`config.mk`:
```
export PLATFORM = sky130hd
export DESIGN_NAME = motion_shot_detector_capture
export DESIGN_NICKNAME = d
export VERILOG_FILES = /design/src/hdl/msdc_pkg.sv /design/src/hdl/motion_shot_detector_capture.sv /design/src/hdl/msdc_ctrl.sv /design/src/hdl/msdc_datapath.sv
export SDC_FILE = /design/constraint.sdc
export NUM_CORES = 2
export LEC_CHECK = 0
export BUFFER_PORTS_ARGS = -buffer_cell sky130_fd_sc_hd__buf_2
export CAP_MARGIN = 20
export CORE_UTILIZATION = 35
export CTS_BUF_LIST = sky130_fd_sc_hd__clkbuf_4
export CTS_CLUSTER_SIZE = 16
export DETAILED_ROUTE_END_ITERATION = 8
export GPL_TIMING_DRIVEN = 0
export SYNTH_ARGS = -nofsm -noshare
export SYNTH_HDL_FRONTEND = slang
export SYNTH_HIERARCHICAL = 1
export SYNTH_SLANG_ARGS = --single-unit
```
`constraint.sdc`:
```
create_clock -name clk_i -period 10.7 [get_ports clk_i]
set_input_delay 2.675 -clock clk_i [delete_from_list [all_inputs] [get_ports clk_i]]
set_output_delay 2.675 -clock clk_i [all_outputs]
set_load 0.02 [all_outputs]
```
`src/hdl/msdc_pkg.sv`:
```
`timescale 1ns / 1ps
`default_nettype none
package msdc_pkg;

  localparam int SampleBits   = 16;
  localparam int NumAxes      = 6;
  localparam int GyroFirst    = 3;
  localparam int AxisSelBits  = 3;
  localparam int SqBits       = 32;
  localparam int ThrBits      = 32;
  localparam int CountBits    = 16;
  localparam int RingBits     = 3 * SampleBits;
  localparam int RingDepthDef = 32;
  localparam int InDataBits   = 6 * SampleBits;
  localparam int OutFieldBits = CountBits + 1 + 3 * SampleBits;
  localparam int OutDataBits  = ((OutFieldBits + 7) / 8) * 8;
  localparam int CfgIdxBits   = 1;

  typedef enum logic [CfgIdxBits-1:0] {
    CFG_ACCEL_THR = 1'b0,
    CFG_GYRO_THR  = 1'b1
  } cfg_idx_e;

  typedef enum logic {
    KIND_STATUS = 1'b0,
    KIND_SNAP   = 1'b1
  } item_kind_e;

  typedef enum logic [2:0] {
    ST_IDLE,
    ST_SQUARE,
    ST_DRAIN,
    ST_JUDGE,
    ST_STATUS,
    ST_DUMP
  } state_e;

  typedef struct packed {
    logic                   load;
    logic                   mul_en;
    logic [AxisSelBits-1:0] mul_sel;
    logic                   judge;
    logic                   out_status;
    logic                   out_snap;
    logic                   snap_last;
  } cmd_t;

  typedef struct packed {
    logic out_free;
    logic shot;
  } sts_t;

endpackage
`default_nettype wire

```
`src/hdl/motion_shot_detector_capture.sv`:
```
// Channel   Dir  Transaction
// s_axis    in   one raw sample: accel x/y/z, rate x/y/z in tdata, clear flag in tuser
// m_axis    out  status item, or one captured ring entry (tuser = kind, tlast = last)
// cfg       in   threshold write, index 0 accel, index 1 gyro; no handshake
//
// A status item is offered after its sample has had six squares through one shared
// 16x16 multiplier, one accumulate drain, one compare, one output load; then a new sample
// can be taken. A shot adds RING_DEPTH ring dump transactions first, one a cycle barring stalls.
// Reset clears thresholds to defaults, counter, write slot and ring valid bits;
// unwritten entries read as zero. Output stalls hold the sequencer; a new sample is
// taken while the last result still waits in the output register.
`timescale 1ns / 1ps
`default_nettype none
module motion_shot_detector_capture #(
  parameter int RING_DEPTH = msdc_pkg::RingDepthDef
) (
  input  wire logic                             clk_i,
  input  wire logic                             rst_ni,
  input  wire logic                             cfg_we_i,
  input  wire logic [msdc_pkg::CfgIdxBits-1:0]  cfg_idx_i,
  input  wire logic [msdc_pkg::ThrBits-1:0]     cfg_data_i,
  input  wire logic                             s_axis_tvalid,
  output logic                                  s_axis_tready,
  // accel_x, accel_y, accel_z, rate_x, rate_y, rate_z
  input  wire logic [msdc_pkg::InDataBits-1:0]  s_axis_tdata,
  // clear_pressed
  input  wire logic                             s_axis_tuser,
  output logic                                  m_axis_tvalid,
  input  wire logic                             m_axis_tready,
  // shot_count, shot_seen, snap_rate_x, snap_rate_y, snap_rate_z, zero pad
  output logic [msdc_pkg::OutDataBits-1:0]      m_axis_tdata,
  // item_kind
  output logic                                  m_axis_tuser,
  output logic                                  m_axis_tlast
);
  import msdc_pkg::*;

  cmd_t cmd;
  sts_t sts;

  msdc_ctrl #(
    .RING_DEPTH(RING_DEPTH)
  ) u_ctrl (
    .clk_i    (clk_i),
    .rst_ni   (rst_ni),
    .s_valid_i(s_axis_tvalid),
    .s_ready_o(s_axis_tready),
    .sts_i    (sts),
    .cmd_o    (cmd)
  );

  msdc_datapath #(
    .RING_DEPTH(RING_DEPTH)
  ) u_datapath (
    .clk_i     (clk_i),
    .rst_ni    (rst_ni),
    .cfg_we_i  (cfg_we_i),
    .cfg_idx_i (cfg_idx_i),
    .cfg_data_i(cfg_data_i),
    .s_data_i  (s_axis_tdata),
    .s_clear_i (s_axis_tuser),
    .cmd_i     (cmd),
    .sts_o     (sts),
    .m_valid_o (m_axis_tvalid),
    .m_ready_i (m_axis_tready),
    .m_data_o  (m_axis_tdata),
    .m_kind_o  (m_axis_tuser),
    .m_last_o  (m_axis_tlast)
  );

endmodule
`default_nettype wire

```
`src/hdl/msdc_ctrl.sv`:
```
`timescale 1ns / 1ps
`default_nettype none
module msdc_ctrl #(
  parameter int RING_DEPTH = msdc_pkg::RingDepthDef
) (
  input  wire logic          clk_i,
  input  wire logic          rst_ni,
  input  wire logic          s_valid_i,
  output logic               s_ready_o,
  input  wire msdc_pkg::sts_t sts_i,
  output msdc_pkg::cmd_t     cmd_o
);
  import msdc_pkg::*;

  localparam int SlotW = $clog2(RING_DEPTH);
  localparam logic [SlotW-1:0] LastSlot = SlotW'(RING_DEPTH - 1);
  localparam logic [AxisSelBits-1:0] LastAxis = AxisSelBits'(NumAxes - 1);

  state_e                 state_q, state_d;
  logic [AxisSelBits-1:0] step_q, step_d;
  logic [SlotW-1:0]       cnt_q, cnt_d;

  always_ff @(posedge clk_i or negedge rst_ni) begin
    if (!rst_ni) begin
      state_q <= ST_IDLE;
      step_q  <= '0;
      cnt_q   <= '0;
    end else begin
      state_q <= state_d;
      step_q  <= step_d;
      cnt_q   <= cnt_d;
    end
  end

  always_comb begin
    state_d   = state_q;
    step_d    = step_q;
    cnt_d     = cnt_q;
    s_ready_o = 1'b0;
    cmd_o     = '0;
    unique case (state_q)
      ST_IDLE: begin
        s_ready_o = 1'b1;
        if (s_valid_i) begin
          cmd_o.load = 1'b1;
          step_d     = '0;
          state_d    = ST_SQUARE;
        end
      end
      ST_SQUARE: begin
        cmd_o.mul_en  = 1'b1;
        cmd_o.mul_sel = step_q;
        if (step_q == LastAxis) begin
          state_d = ST_DRAIN;
        end else begin
          step_d = step_q + 1'b1;
        end
      end
      ST_DRAIN: begin
        state_d = ST_JUDGE;
      end
      ST_JUDGE: begin
        cmd_o.judge = 1'b1;
        state_d     = ST_STATUS;
      end
      ST_STATUS: begin
        if (sts_i.out_free) begin
          cmd_o.out_status = 1'b1;
          cnt_d            = '0;
          state_d          = sts_i.shot ? ST_DUMP : ST_IDLE;
        end
      end
      ST_DUMP: begin
        if (sts_i.out_free) begin
          cmd_o.out_snap  = 1'b1;
          cmd_o.snap_last = (cnt_q == LastSlot);
          if (cnt_q == LastSlot) begin
            state_d = ST_IDLE;
          end else begin
            cnt_d = cnt_q + 1'b1;
          end
        end
      end
      default: state_d = ST_IDLE;
    endcase
  end

endmodule
`default_nettype wire

```
`src/hdl/msdc_datapath.sv`:
```
`timescale 1ns / 1ps
`default_nettype none
module msdc_datapath #(
  parameter int RING_DEPTH = msdc_pkg::RingDepthDef
) (
  input  wire logic                             clk_i,
  input  wire logic                             rst_ni,
  input  wire logic                             cfg_we_i,
  input  wire logic [msdc_pkg::CfgIdxBits-1:0]  cfg_idx_i,
  input  wire logic [msdc_pkg::ThrBits-1:0]     cfg_data_i,
  input  wire logic [msdc_pkg::InDataBits-1:0]  s_data_i,
  input  wire logic                             s_clear_i,
  input  wire msdc_pkg::cmd_t                   cmd_i,
  output msdc_pkg::sts_t                        sts_o,
  output logic                                  m_valid_o,
  input  wire logic                             m_ready_i,
  output logic [msdc_pkg::OutDataBits-1:0]      m_data_o,
  output logic                                  m_kind_o,
  output logic                                  m_last_o
);
  import msdc_pkg::*;

  localparam int SlotW = $clog2(RING_DEPTH);
  localparam logic [SlotW-1:0] LastSlot = SlotW'(RING_DEPTH - 1);
  localparam logic [CountBits-1:0] CountMax = '1;

  logic [ThrBits-1:0]    accel_thr_q, gyro_thr_q;
  logic [SampleBits-1:0] smp_q [NumAxes];
  logic [SqBits-1:0]     prod_q, acc_accel_q, acc_gyro_q;
  logic                  prod_vld_q, prod_gyro_q;
  logic [CountBits-1:0]  count_q;
  logic                  shot_q;
  logic [SlotW-1:0]      wr_slot_q, rd_slot_q, rd_slot_d;
  logic [RING_DEPTH-1:0] ring_vld_q;
  logic [RingBits-1:0]   ring_mem [RING_DEPTH];
  logic [RingBits-1:0]   rd_data_q;
  logic                  rd_vld_q;
  logic [RingBits-1:0]   snap;
  logic                  out_valid_q, out_kind_q, out_seen_q, out_last_q;
  logic [CountBits-1:0]  out_count_q;
  logic [RingBits-1:0]   out_snap_q;
  logic                  out_free;
  logic                  shot_now;
  logic signed [SampleBits-1:0] mul_op;
  logic signed [SqBits-1:0]     mul_sq;

  always_ff @(posedge clk_i or negedge rst_ni) begin
    if (!rst_ni) begin
      accel_thr_q <= ThrBits'(389000000);
      gyro_thr_q  <= ThrBits'(202500);
    end else if (cfg_we_i) begin
      unique case (cfg_idx_e'(cfg_idx_i))
        CFG_ACCEL_THR: accel_thr_q <= cfg_data_i;
        CFG_GYRO_THR:  gyro_thr_q  <= cfg_data_i;
        default: ;
      endcase
    end
  end

  always_ff @(posedge clk_i) begin
    if (cmd_i.load) begin
      for (int i = 0; i < NumAxes; i++) begin
        smp_q[i] <= s_data_i[i*SampleBits +: SampleBits];
      end
    end
  end

  assign mul_op = smp_q[cmd_i.mul_sel];
  assign mul_sq = mul_op * mul_op;

  always_ff @(posedge clk_i) begin
    prod_q      <= mul_sq;
    prod_gyro_q <= (cmd_i.mul_sel >= AxisSelBits'(GyroFirst));
  end

  always_ff @(posedge clk_i or negedge rst_ni) begin
    if (!rst_ni) begin
      prod_vld_q  <= 1'b0;
      acc_accel_q <= '0;
      acc_gyro_q  <= '0;
    end else begin
      prod_vld_q <= cmd_i.mul_en;
      if (cmd_i.load) begin
        acc_accel_q <= '0;
        acc_gyro_q  <= '0;
      end else if (prod_vld_q) begin
        if (prod_gyro_q) begin
          acc_gyro_q <= acc_gyro_q + prod_q;
        end else begin
          acc_accel_q <= acc_accel_q + prod_q;
        end
      end
    end
  end

  assign shot_now = (acc_gyro_q > gyro_thr_q) && (acc_accel_q > accel_thr_q);

  always_ff @(posedge clk_i or negedge rst_ni) begin
    if (!rst_ni) begin
      count_q <= '0;
      shot_q  <= 1'b0;
    end else if (cmd_i.load) begin
      if (s_clear_i) begin
        count_q <= '0;
      end
    end else if (cmd_i.judge) begin
      shot_q <= shot_now;
      if (shot_now && count_q != CountMax) begin
        count_q <= count_q + 1'b1;
      end
    end
  end

  // ring: written on load, read one slot ahead so rd_data_q tracks rd_slot_q
  always_ff @(posedge clk_i or negedge rst_ni) begin
    if (!rst_ni) begin
      wr_slot_q  <= '0;
      ring_vld_q <= '0;
    end else if (cmd_i.load) begin
      ring_vld_q[wr_slot_q] <= 1'b1;
      wr_slot_q <= (wr_slot_q == LastSlot) ? '0 : wr_slot_q + 1'b1;
    end
  end

  always_ff @(posedge clk_i) begin
    if (cmd_i.load) begin
      ring_mem[wr_slot_q] <= s_data_i[InDataBits-1 -: RingBits];
    end
    rd_data_q <= ring_mem[rd_slot_d];
  end

  always_comb begin
    rd_slot_d = rd_slot_q;
    if (cmd_i.out_status) begin
      rd_slot_d = wr_slot_q;
    end else if (cmd_i.out_snap) begin
      rd_slot_d = (rd_slot_q == LastSlot) ? '0 : rd_slot_q + 1'b1;
    end
  end

  always_ff @(posedge clk_i or negedge rst_ni) begin
    if (!rst_ni) begin
      rd_slot_q <= '0;
      rd_vld_q  <= 1'b0;
    end else begin
      rd_slot_q <= rd_slot_d;
      rd_vld_q  <= ring_vld_q[rd_slot_d];
    end
  end

  assign snap = rd_vld_q ? rd_data_q : '0;

  assign out_free = !out_valid_q || m_ready_i;

  always_ff @(posedge clk_i or negedge rst_ni) begin
    if (!rst_ni) begin
      out_valid_q <= 1'b0;
    end else if (cmd_i.out_status || cmd_i.out_snap) begin
      out_valid_q <= 1'b1;
    end else if (m_ready_i) begin
      out_valid_q <= 1'b0;
    end
  end

  always_ff @(posedge clk_i) begin
    if (cmd_i.out_status) begin
      out_kind_q  <= KIND_STATUS;
      out_count_q <= count_q;
      out_seen_q  <= shot_q;
      out_snap_q  <= '0;
      out_last_q  <= !shot_q;
    end else if (cmd_i.out_snap) begin
      out_kind_q  <= KIND_SNAP;
      out_count_q <= count_q;
      out_seen_q  <= 1'b1;
      out_snap_q  <= snap;
      out_last_q  <= cmd_i.snap_last;
    end
  end

  assign sts_o.out_free = out_free;
  assign sts_o.shot     = shot_q;

  assign m_valid_o = out_valid_q;
  assign m_kind_o  = out_kind_q;
  assign m_last_o  = out_last_q;
  assign m_data_o  = {(OutDataBits - OutFieldBits)'(0), out_snap_q, out_seen_q, out_count_q};

endmodule
`default_nettype wire
```
# Yosys cells after proc, flatten, opt, wreduce, memory -nomap -nowiden
# Memories as Yosys holds them, arrays and structs flattened. A register that Yosys moved wholly into a read port is not among the register bits.
# Index checks and enable logic that the tools add are counted.
[op_classes] addsub=7 mul=1 order_cmp=6 eq_ne=19 mux=52 bitwise=3 reduce_logical=25
[op_table] op="2-to-1 mux 32 bit" n=6
[op_table] op="2-to-1 mux 16 bit" n=6
[op_table] op="adder 32 bit" n=2
[op_table] op="greater-than comparator 32 bit" n=2
[op_table] op="2-to-1 mux 48 bit" n=1
[op_table] op="2-to-1 mux 5 bit" n=7
[op_table] op="multiplier 16 x 16 -> 32 bit" n=1
[op_table] op="bitwise OR 32 bit" n=1
[op_table] op="2-to-1 mux 3 bit" n=8
[op_table] op="one-hot mux 3 bit (6 select lines)" n=1
[op_table] op="adder 16 x 1 -> 16 bit, second input constant" n=1
[op_table] op="2-to-1 mux 1 bit" n=16
[op_table] op="!= test 16 bit, second input constant" n=1
[op_table] op="nonzero test 2 bit" n=8
[op_table] op="adder 5 x 1 -> 5 bit, second input constant" n=3
[op_table] op="equality test 5 bit, second input constant" n=3
[op_table] op="< comparator 5 x 6 -> 1 bit, second input constant" n=2
[op_table] op="!= test 2 bit, second input constant" n=5
[op_table] op="one-hot mux 5 bit (2 select lines)" n=1
[op_table] op="AND reduction 2 bit" n=5
[op_table] op="equality test 3 bit, second input constant" n=3
[op_table] op="!= test 2 x 1 -> 1 bit, second input constant" n=4
[op_table] op="equality test 3 x 2 -> 1 bit, second input constant" n=2
[op_table] op="one-hot mux 3 bit (2 select lines)" n=1
[op_table] op="other kinds (16)" n=23
[word_totals] register_bits=301 ram_bits=1632 in_bits=135 out_inout_bits=76 n_memories=2
[memory_table] memory="u_datapath.ring_mem" depth=32 width=48 rd=1 rd_clocked_by_memory_dff=1 write_ports=1 line_no="msdc_datapath.sv:35" rtl="logic [RingBits-1:0] ring_mem [RING_DEPTH];"
[memory_table] memory="u_datapath.smp_q" depth=6 width=16 rd=1 rd_clocked_by_memory_dff=0 write_ports=6 line_no="msdc_datapath.sv:28" rtl="logic [SampleBits-1:0] smp_q [NumAxes];"

# Logic depth before layout (Yosys ltp)
[logic_depth] word_depth=8 ltp_mapped=33 mapped_depth_nobuf=30

# Modules after synthesis
# Netlist, hierarchy kept.
[by_module_without_submodules] mod="msdc_datapath" n_inst=1 cells_per_inst=5478 area_each_um2=86814.5
[by_module_without_submodules] mod="msdc_ctrl" n_inst=1 cells_per_inst=90 area_each_um2=780.7

# Worst setup path after synthesis
# OpenSTA, ideal clock, no wires.
[synth_path] path_type="input to register" from="input port s_axis_tvalid" to="memory u_datapath/ring_mem[15][0] (netlist bit), enable pin" setup_ns=0.455 t_arrival_ns=7.606 setup_slack_ns=2.640 path_stages=4 path_buffers=1 cell_sequence="and2_1 -> clkbuf_1 -> nand2_1 -> nor2_1"
[synth_between] elab_chain_len=4
[synth_lines] element="start, declared" line_no="motion_shot_detector_capture.sv:22" rtl="input wire logic s_axis_tvalid,"
[synth_lines] element="2-to-1 mux 1 bit" line_no="msdc_ctrl.sv:44" rtl="if (s_valid_i) begin"
[synth_lines] element="2-to-1 mux 1 bit" line_no="msdc_ctrl.sv:41" rtl="unique case (state_q)"
[synth_lines] element="2-to-1 mux 1 bit" line_no="msdc_datapath.sv:126" rtl="if (cmd_i.load) begin"
[synth_lines] element="2-to-1 mux 1 bit (not written as such)" line_no="msdc_datapath.sv:127" rtl="ring_mem[wr_slot_q] <= s_data_i[InDataBits-1 -: RingBits];"
[synth_lines] element="end, declared" line_no="msdc_datapath.sv:35"
# Every way passes these cells.

==> insert_results.sql <==
INSERT INTO impl_metrics (metric_group, metric, value, unit) VALUES
('outcome', 'status', 'finished, final reports clean', ''),
('routing', 'routedWlPerCell', '23.1', 'um'),
('worst_setup_path', 'timing.critical_path.fanout_max', '10', ''),
('timing', 'rsz0062_at_grt', 'false', ''),
('routing', 'antenna_violating_nets_post_route', '0', ''),
('clock_network', 'cts_buffers', '533', ''),
('floorplan', 'floorplan.initialDensity', '35.2', '%'),
('worst_setup_path', 'cp_num_buf_inv', '7', ''),
('worst_setup_path', 'timing.critical_path.from_type', 'flip-flop', ''),
('placement', 'place.detailed.hpwl', '162', 'mm'),
('worst_setup_path', 'criticalPathCategory', 'reg2reg', ''),
('worst_setup_path', 'timing.critical_path.mode_cell', 'sky130_fd_sc_hd__fa_1', ''),
('grt', 'gr-total-overflow', '0', ''),
('synth', 'synth_seq_cells', '1980', ''),
('final_layout', 'final_layout_size_suffix_gt1_share', '25.6', '%'),
('synth', 'synth.cell_area', '0.0876', 'mm2'),
('synth', 'postSynthCellCount', '5568', ''),
('grt', 'global_route_wire_length_before_repair', '345', 'mm'),
('synth', 'synth_enable_flop_cells', '1650', ''),
('clock_network', 'cts_root_buf', 'sky130_fd_sc_hd__clkbuf_4', ''),
('timing', 'timing.final.max_slew_violations', '0', ''),
('timing', 'max_freq', '98.5', 'MHz'),
('routing', 'detail_route.iter0.violations', '4424', ''),
('worst_setup_path', 'timing.critical_path.slowest_cell_delay', '0.85', 'ns'),
('worst_setup_path', 'setup.worst_path.end_class', 'flip-flop', ''),
('grt', 'grt_use_total', '18.5', '%'),
('timing', 'holdWs', '0.367', 'ns'),
('synth', 'ys_seq_area_share', '65.3', '%'),
('synth', 'async_reset_ff_share', '10.2', '%'),
('floorplan', 'dieArea', '0.252', 'mm2'),
('final_layout', 'fillCellCount', '23000', ''),
('timing', 'max_slew.worst_pin.slew', '1.15', 'ns'),
('clock_network', 'postCtsSetupBuffers', '0', ''),
('routing', 'drt_pre_antenna_iters', '8', ''),
('synth', 'dominantRegCellSynth', 'sky130_fd_sc_hd__edfxtp_1', ''),
('placement', 'port_buffers', '203', ''),
('timing', 'hold_fails_final_rpt', '0', ''),
('clock_network', 'worstSkewPairLatency', '1.40', 'ns'),
('timing', 'finalCritPeriodShare', '94.8', '%'),
('clock_network', 'postCtsResizedCells', '0', ''),
('synth', 'synth.lib_cells_used.distinct', '89', ''),
('placement', 'globalplace.congestion', '0.856', ''),
('grt', 'grt_max_degree', '108', ''),
('floorplan', 'rows', '183', ''),
('routing', 'drc_errors', '0', ''),
('worst_setup_path', 'worstPathRequired', '11.90', 'ns'),
('routing', 'detailroute.via_count', '51900', ''),
('clock_network', 'htree_num_levels', '6', ''),
('floorplan', 'ioPinCount', '211', ''),
('worst_setup_path', 'crit_path_top_delay_cell', 'sky130_fd_sc_hd__a21oi_1', ''),
('clock_network', 'cts_tree', 'yes', ''),
('timing', 'fin_crit', '10.15', 'ns'),
('grt', 'number_of_global_route_vias_before_repair', '54100', ''),
('timing', 'slew-limit-headroom', '23.1', '%'),
('placement', 'placedInstanceArea', '0.0946', 'mm2'),
('worst_setup_path', 'crit_arrival', '11.34', 'ns'),
('clock_network', 'cts_hold_buf', '0', ''),
('final_layout', 'post_route_design_area', '0.101', 'mm2'),
('floorplan', 'die-height', '502', 'um'),
('synth', 'syn_area_per_cell', '15.7', 'um2'),
('final_layout', 'finish.net_count', '6988', ''),
('clock_network', 'clock_sink_count', '1980', ''),
('job', 'drv_cap', '0', ''),
('worst_setup_path', 'worst_path_dominant_cell_family', 'adder cells', ''),
('clock_network', 'clock_path_buffers', '4', ''),
('floorplan', 'design.core.area', '0.249', 'mm2'),
('floorplan', 'die-width', '502', 'um'),
('routing', 'totalWireLength', '233', 'mm'),
('synth', 'yosysWarnings', '6', ''),
('routing', 'avg_vias_per_cell', '5.14', ''),
('worst_hold_path', 'holdCritPathClass', 'reg2reg', ''),
('clock_network', 'path_clk_slew', '0.07', 'ns'),
('final_layout', 'synthToLayoutAreaGrowth', '15.5', '%'),
('grt', 'number_of_antenna_violations_at_the_first_check_in_global_routing', '30', ''),
('timing', 'final.setup_skew', '0.146', 'ns'),
('timing', 'finalSetupViolCount', '0', '');
logic make-up (layout without fill, tap and decap cells):
| family | Yosys count | in the layout | share of synthesized area [%] |
|---|---|---|---|
| AO/OA/AOI/OAI | 572 | 572 | 4.29 |
| XOR/XNOR | 87 | 87 | 0.870 |
| adder cells (fa/ha/maj) | 464 | 464 | 8.62 |
| buffers and inverters | 685 | 1864 | 3.05 |
| flip-flops | 1980 | 1980 | 65.3 |
| multiplexers | 464 | 464 | 11.2 |
| other | 1 | 27 | 0.00428 |
| AND/OR/NAND/NOR | 1315 | 1315 | 6.69 |
flip-flops by register name, indices dropped and copies added (netlist names), 3 cells and up:
name,flops
u_datapath/gyro_thr_q,32
u_ctrl/cnt_q,5
u_ctrl/state_q,3
u_datapath/wr_slot_q,5
u_datapath/out_snap_q,48
u_datapath/out_count_q,16
u_datapath/prod_q,31
u_ctrl/step_q,3
u_datapath/ring_mem,1536
u_datapath/accel_thr_q,32
u_datapath/ring_vld_q,32
u_datapath/rd_data_q,48
u_datapath/count_q,16
u_datapath/acc_accel_q,32
u_datapath/rd_slot_q,5
u_datapath/acc_gyro_q,32
u_datapath/smp_q,96
cells in the mapped netlist (13+ instances only):
cell type | number | share of area, %
sky130_fd_sc_hd__a211oi_1 | 16 | 0.14
sky130_fd_sc_hd__a21o_1 | 67 | 0.57
sky130_fd_sc_hd__a21oi_1 | 131 | 0.75
sky130_fd_sc_hd__a22o_1 | 74 | 0.74
sky130_fd_sc_hd__and3_1 | 16 | 0.11
sky130_fd_sc_hd__buf_1 | 34 | 0.15
sky130_fd_sc_hd__buf_2 | 47 | 0.27
sky130_fd_sc_hd__clkbuf_1 | 157 | 0.67
sky130_fd_sc_hd__dfrtp_1 | 179 | 5.1
sky130_fd_sc_hd__dfstp_2 | 22 | 0.66
sky130_fd_sc_hd__dfxtp_1 | 129 | 2.9
sky130_fd_sc_hd__edfxtp_1 | 1650 | 57
sky130_fd_sc_hd__fa_1 | 233 | 5.3
sky130_fd_sc_hd__ha_1 | 231 | 3.3
sky130_fd_sc_hd__inv_1 | 428 | 1.8
sky130_fd_sc_hd__mux2_2 | 34 | 0.44
sky130_fd_sc_hd__mux2i_1 | 21 | 0.24
sky130_fd_sc_hd__mux4_2 | 408 | 10
sky130_fd_sc_hd__nand2_1 | 658 | 2.8
sky130_fd_sc_hd__nand2b_1 | 26 | 0.19
sky130_fd_sc_hd__nand3_1 | 289 | 1.7
sky130_fd_sc_hd__nand4_1 | 22 | 0.16
sky130_fd_sc_hd__nor2_1 | 177 | 0.76
sky130_fd_sc_hd__nor2b_1 | 18 | 0.13
sky130_fd_sc_hd__o211ai_1 | 20 | 0.17
sky130_fd_sc_hd__o21a_1 | 13 | 0.11
sky130_fd_sc_hd__o21ai_0 | 146 | 0.83
sky130_fd_sc_hd__o21bai_1 | 14 | 0.12
sky130_fd_sc_hd__o31ai_1 | 14 | 0.12
sky130_fd_sc_hd__or2_2 | 35 | 0.25
sky130_fd_sc_hd__or3_1 | 16 | 0.11
sky130_fd_sc_hd__xnor2_1 | 66 | 0.66
sky130_fd_sc_hd__xor2_1 | 21 | 0.21
final timing paths:
kind	slack, ns	to	startpoint	depth (start not counted)
min reg2reg	0.37	u_datapath/out_snap_q[4]	u_datapath/rd_data_q[4]	1
min	0.37	u_datapath/out_snap_q[4]	u_datapath/rd_data_q[4]	1
max in group asynchronous	8.16	u_datapath/rd_slot_q[2]	rst_ni	2
max	0.55	u_datapath/prod_q[30]	u_ctrl/state_q[2]	29
max reg2reg	0.55	u_datapath/prod_q[30]	u_ctrl/state_q[2]	29
min in group asynchronous	1.38	u_datapath/gyro_thr_q[13]	rst_ni	1
area by class of cell:
class,instances,area (um2),share of cell area (%)
Sequential cell,1980,57200,56.5
Multi-Input combinational cell,2909,28000,27.7
Clock buffer,781,5860,5.80
Tap cell,3330,4170,4.12
Timing Repair Buffer,280,2560,2.53
Inverter,436,1640,1.62
Buffer,249,1040,1.02
Clock inverter,118,641,0.633
Antenna cell,20,50.0,0.0495
metal layers:
metal  GRT usage [%]  up-vias  wire length [um]
li1                -    22700                 -
met1            24.1    26600             95800
met2            29.9     2094            112000
met3            3.98      452             17300
met4            7.53        8              8060
met5               0        -                57
placed cells by master (no fill, tap or decap), types with 76 or more instances in the layout:
| cell | instances |
|---|---|
| sky130_fd_sc_hd__a21oi_1 | 130 |
| sky130_fd_sc_hd__nor2_1 | 144 |
| sky130_fd_sc_hd__o21ai_0 | 146 |
| sky130_fd_sc_hd__nand3_1 | 289 |
| sky130_fd_sc_hd__mux4_2 | 408 |
| sky130_fd_sc_hd__edfxtp_1 | 1650 |
| sky130_fd_sc_hd__buf_2 | 249 |
| sky130_fd_sc_hd__clkbuf_4 | 781 |
| sky130_fd_sc_hd__dfxtp_1 | 129 |
| sky130_fd_sc_hd__ha_1 | 231 |
| sky130_fd_sc_hd__fa_1 | 233 |
| sky130_fd_sc_hd__dfrtp_1 | 179 |
| sky130_fd_sc_hd__clkbuf_1 | 156 |
| sky130_fd_sc_hd__clkinv_1 | 76 |
| sky130_fd_sc_hd__nand2_1 | 658 |
| sky130_fd_sc_hd__inv_1 | 428 |
through the flow:
stage	TNS, ns	instances	util [%]	setup WS [ns]
after floorplan	0	5574	-	2.64
after global placement	-3841.40	9107	37.3	-2.89
after detailed placement	0	9183	38.0	0.569
after CTS	0	10100	40.7	0.549
after global routing	0	10100	40.7	0.0844
final	0	10100	40.7	0.551
Power is left out: the tool's default activity adds up to more than one toggle a clock period on the data nets, which glitch-free logic cannot reach.
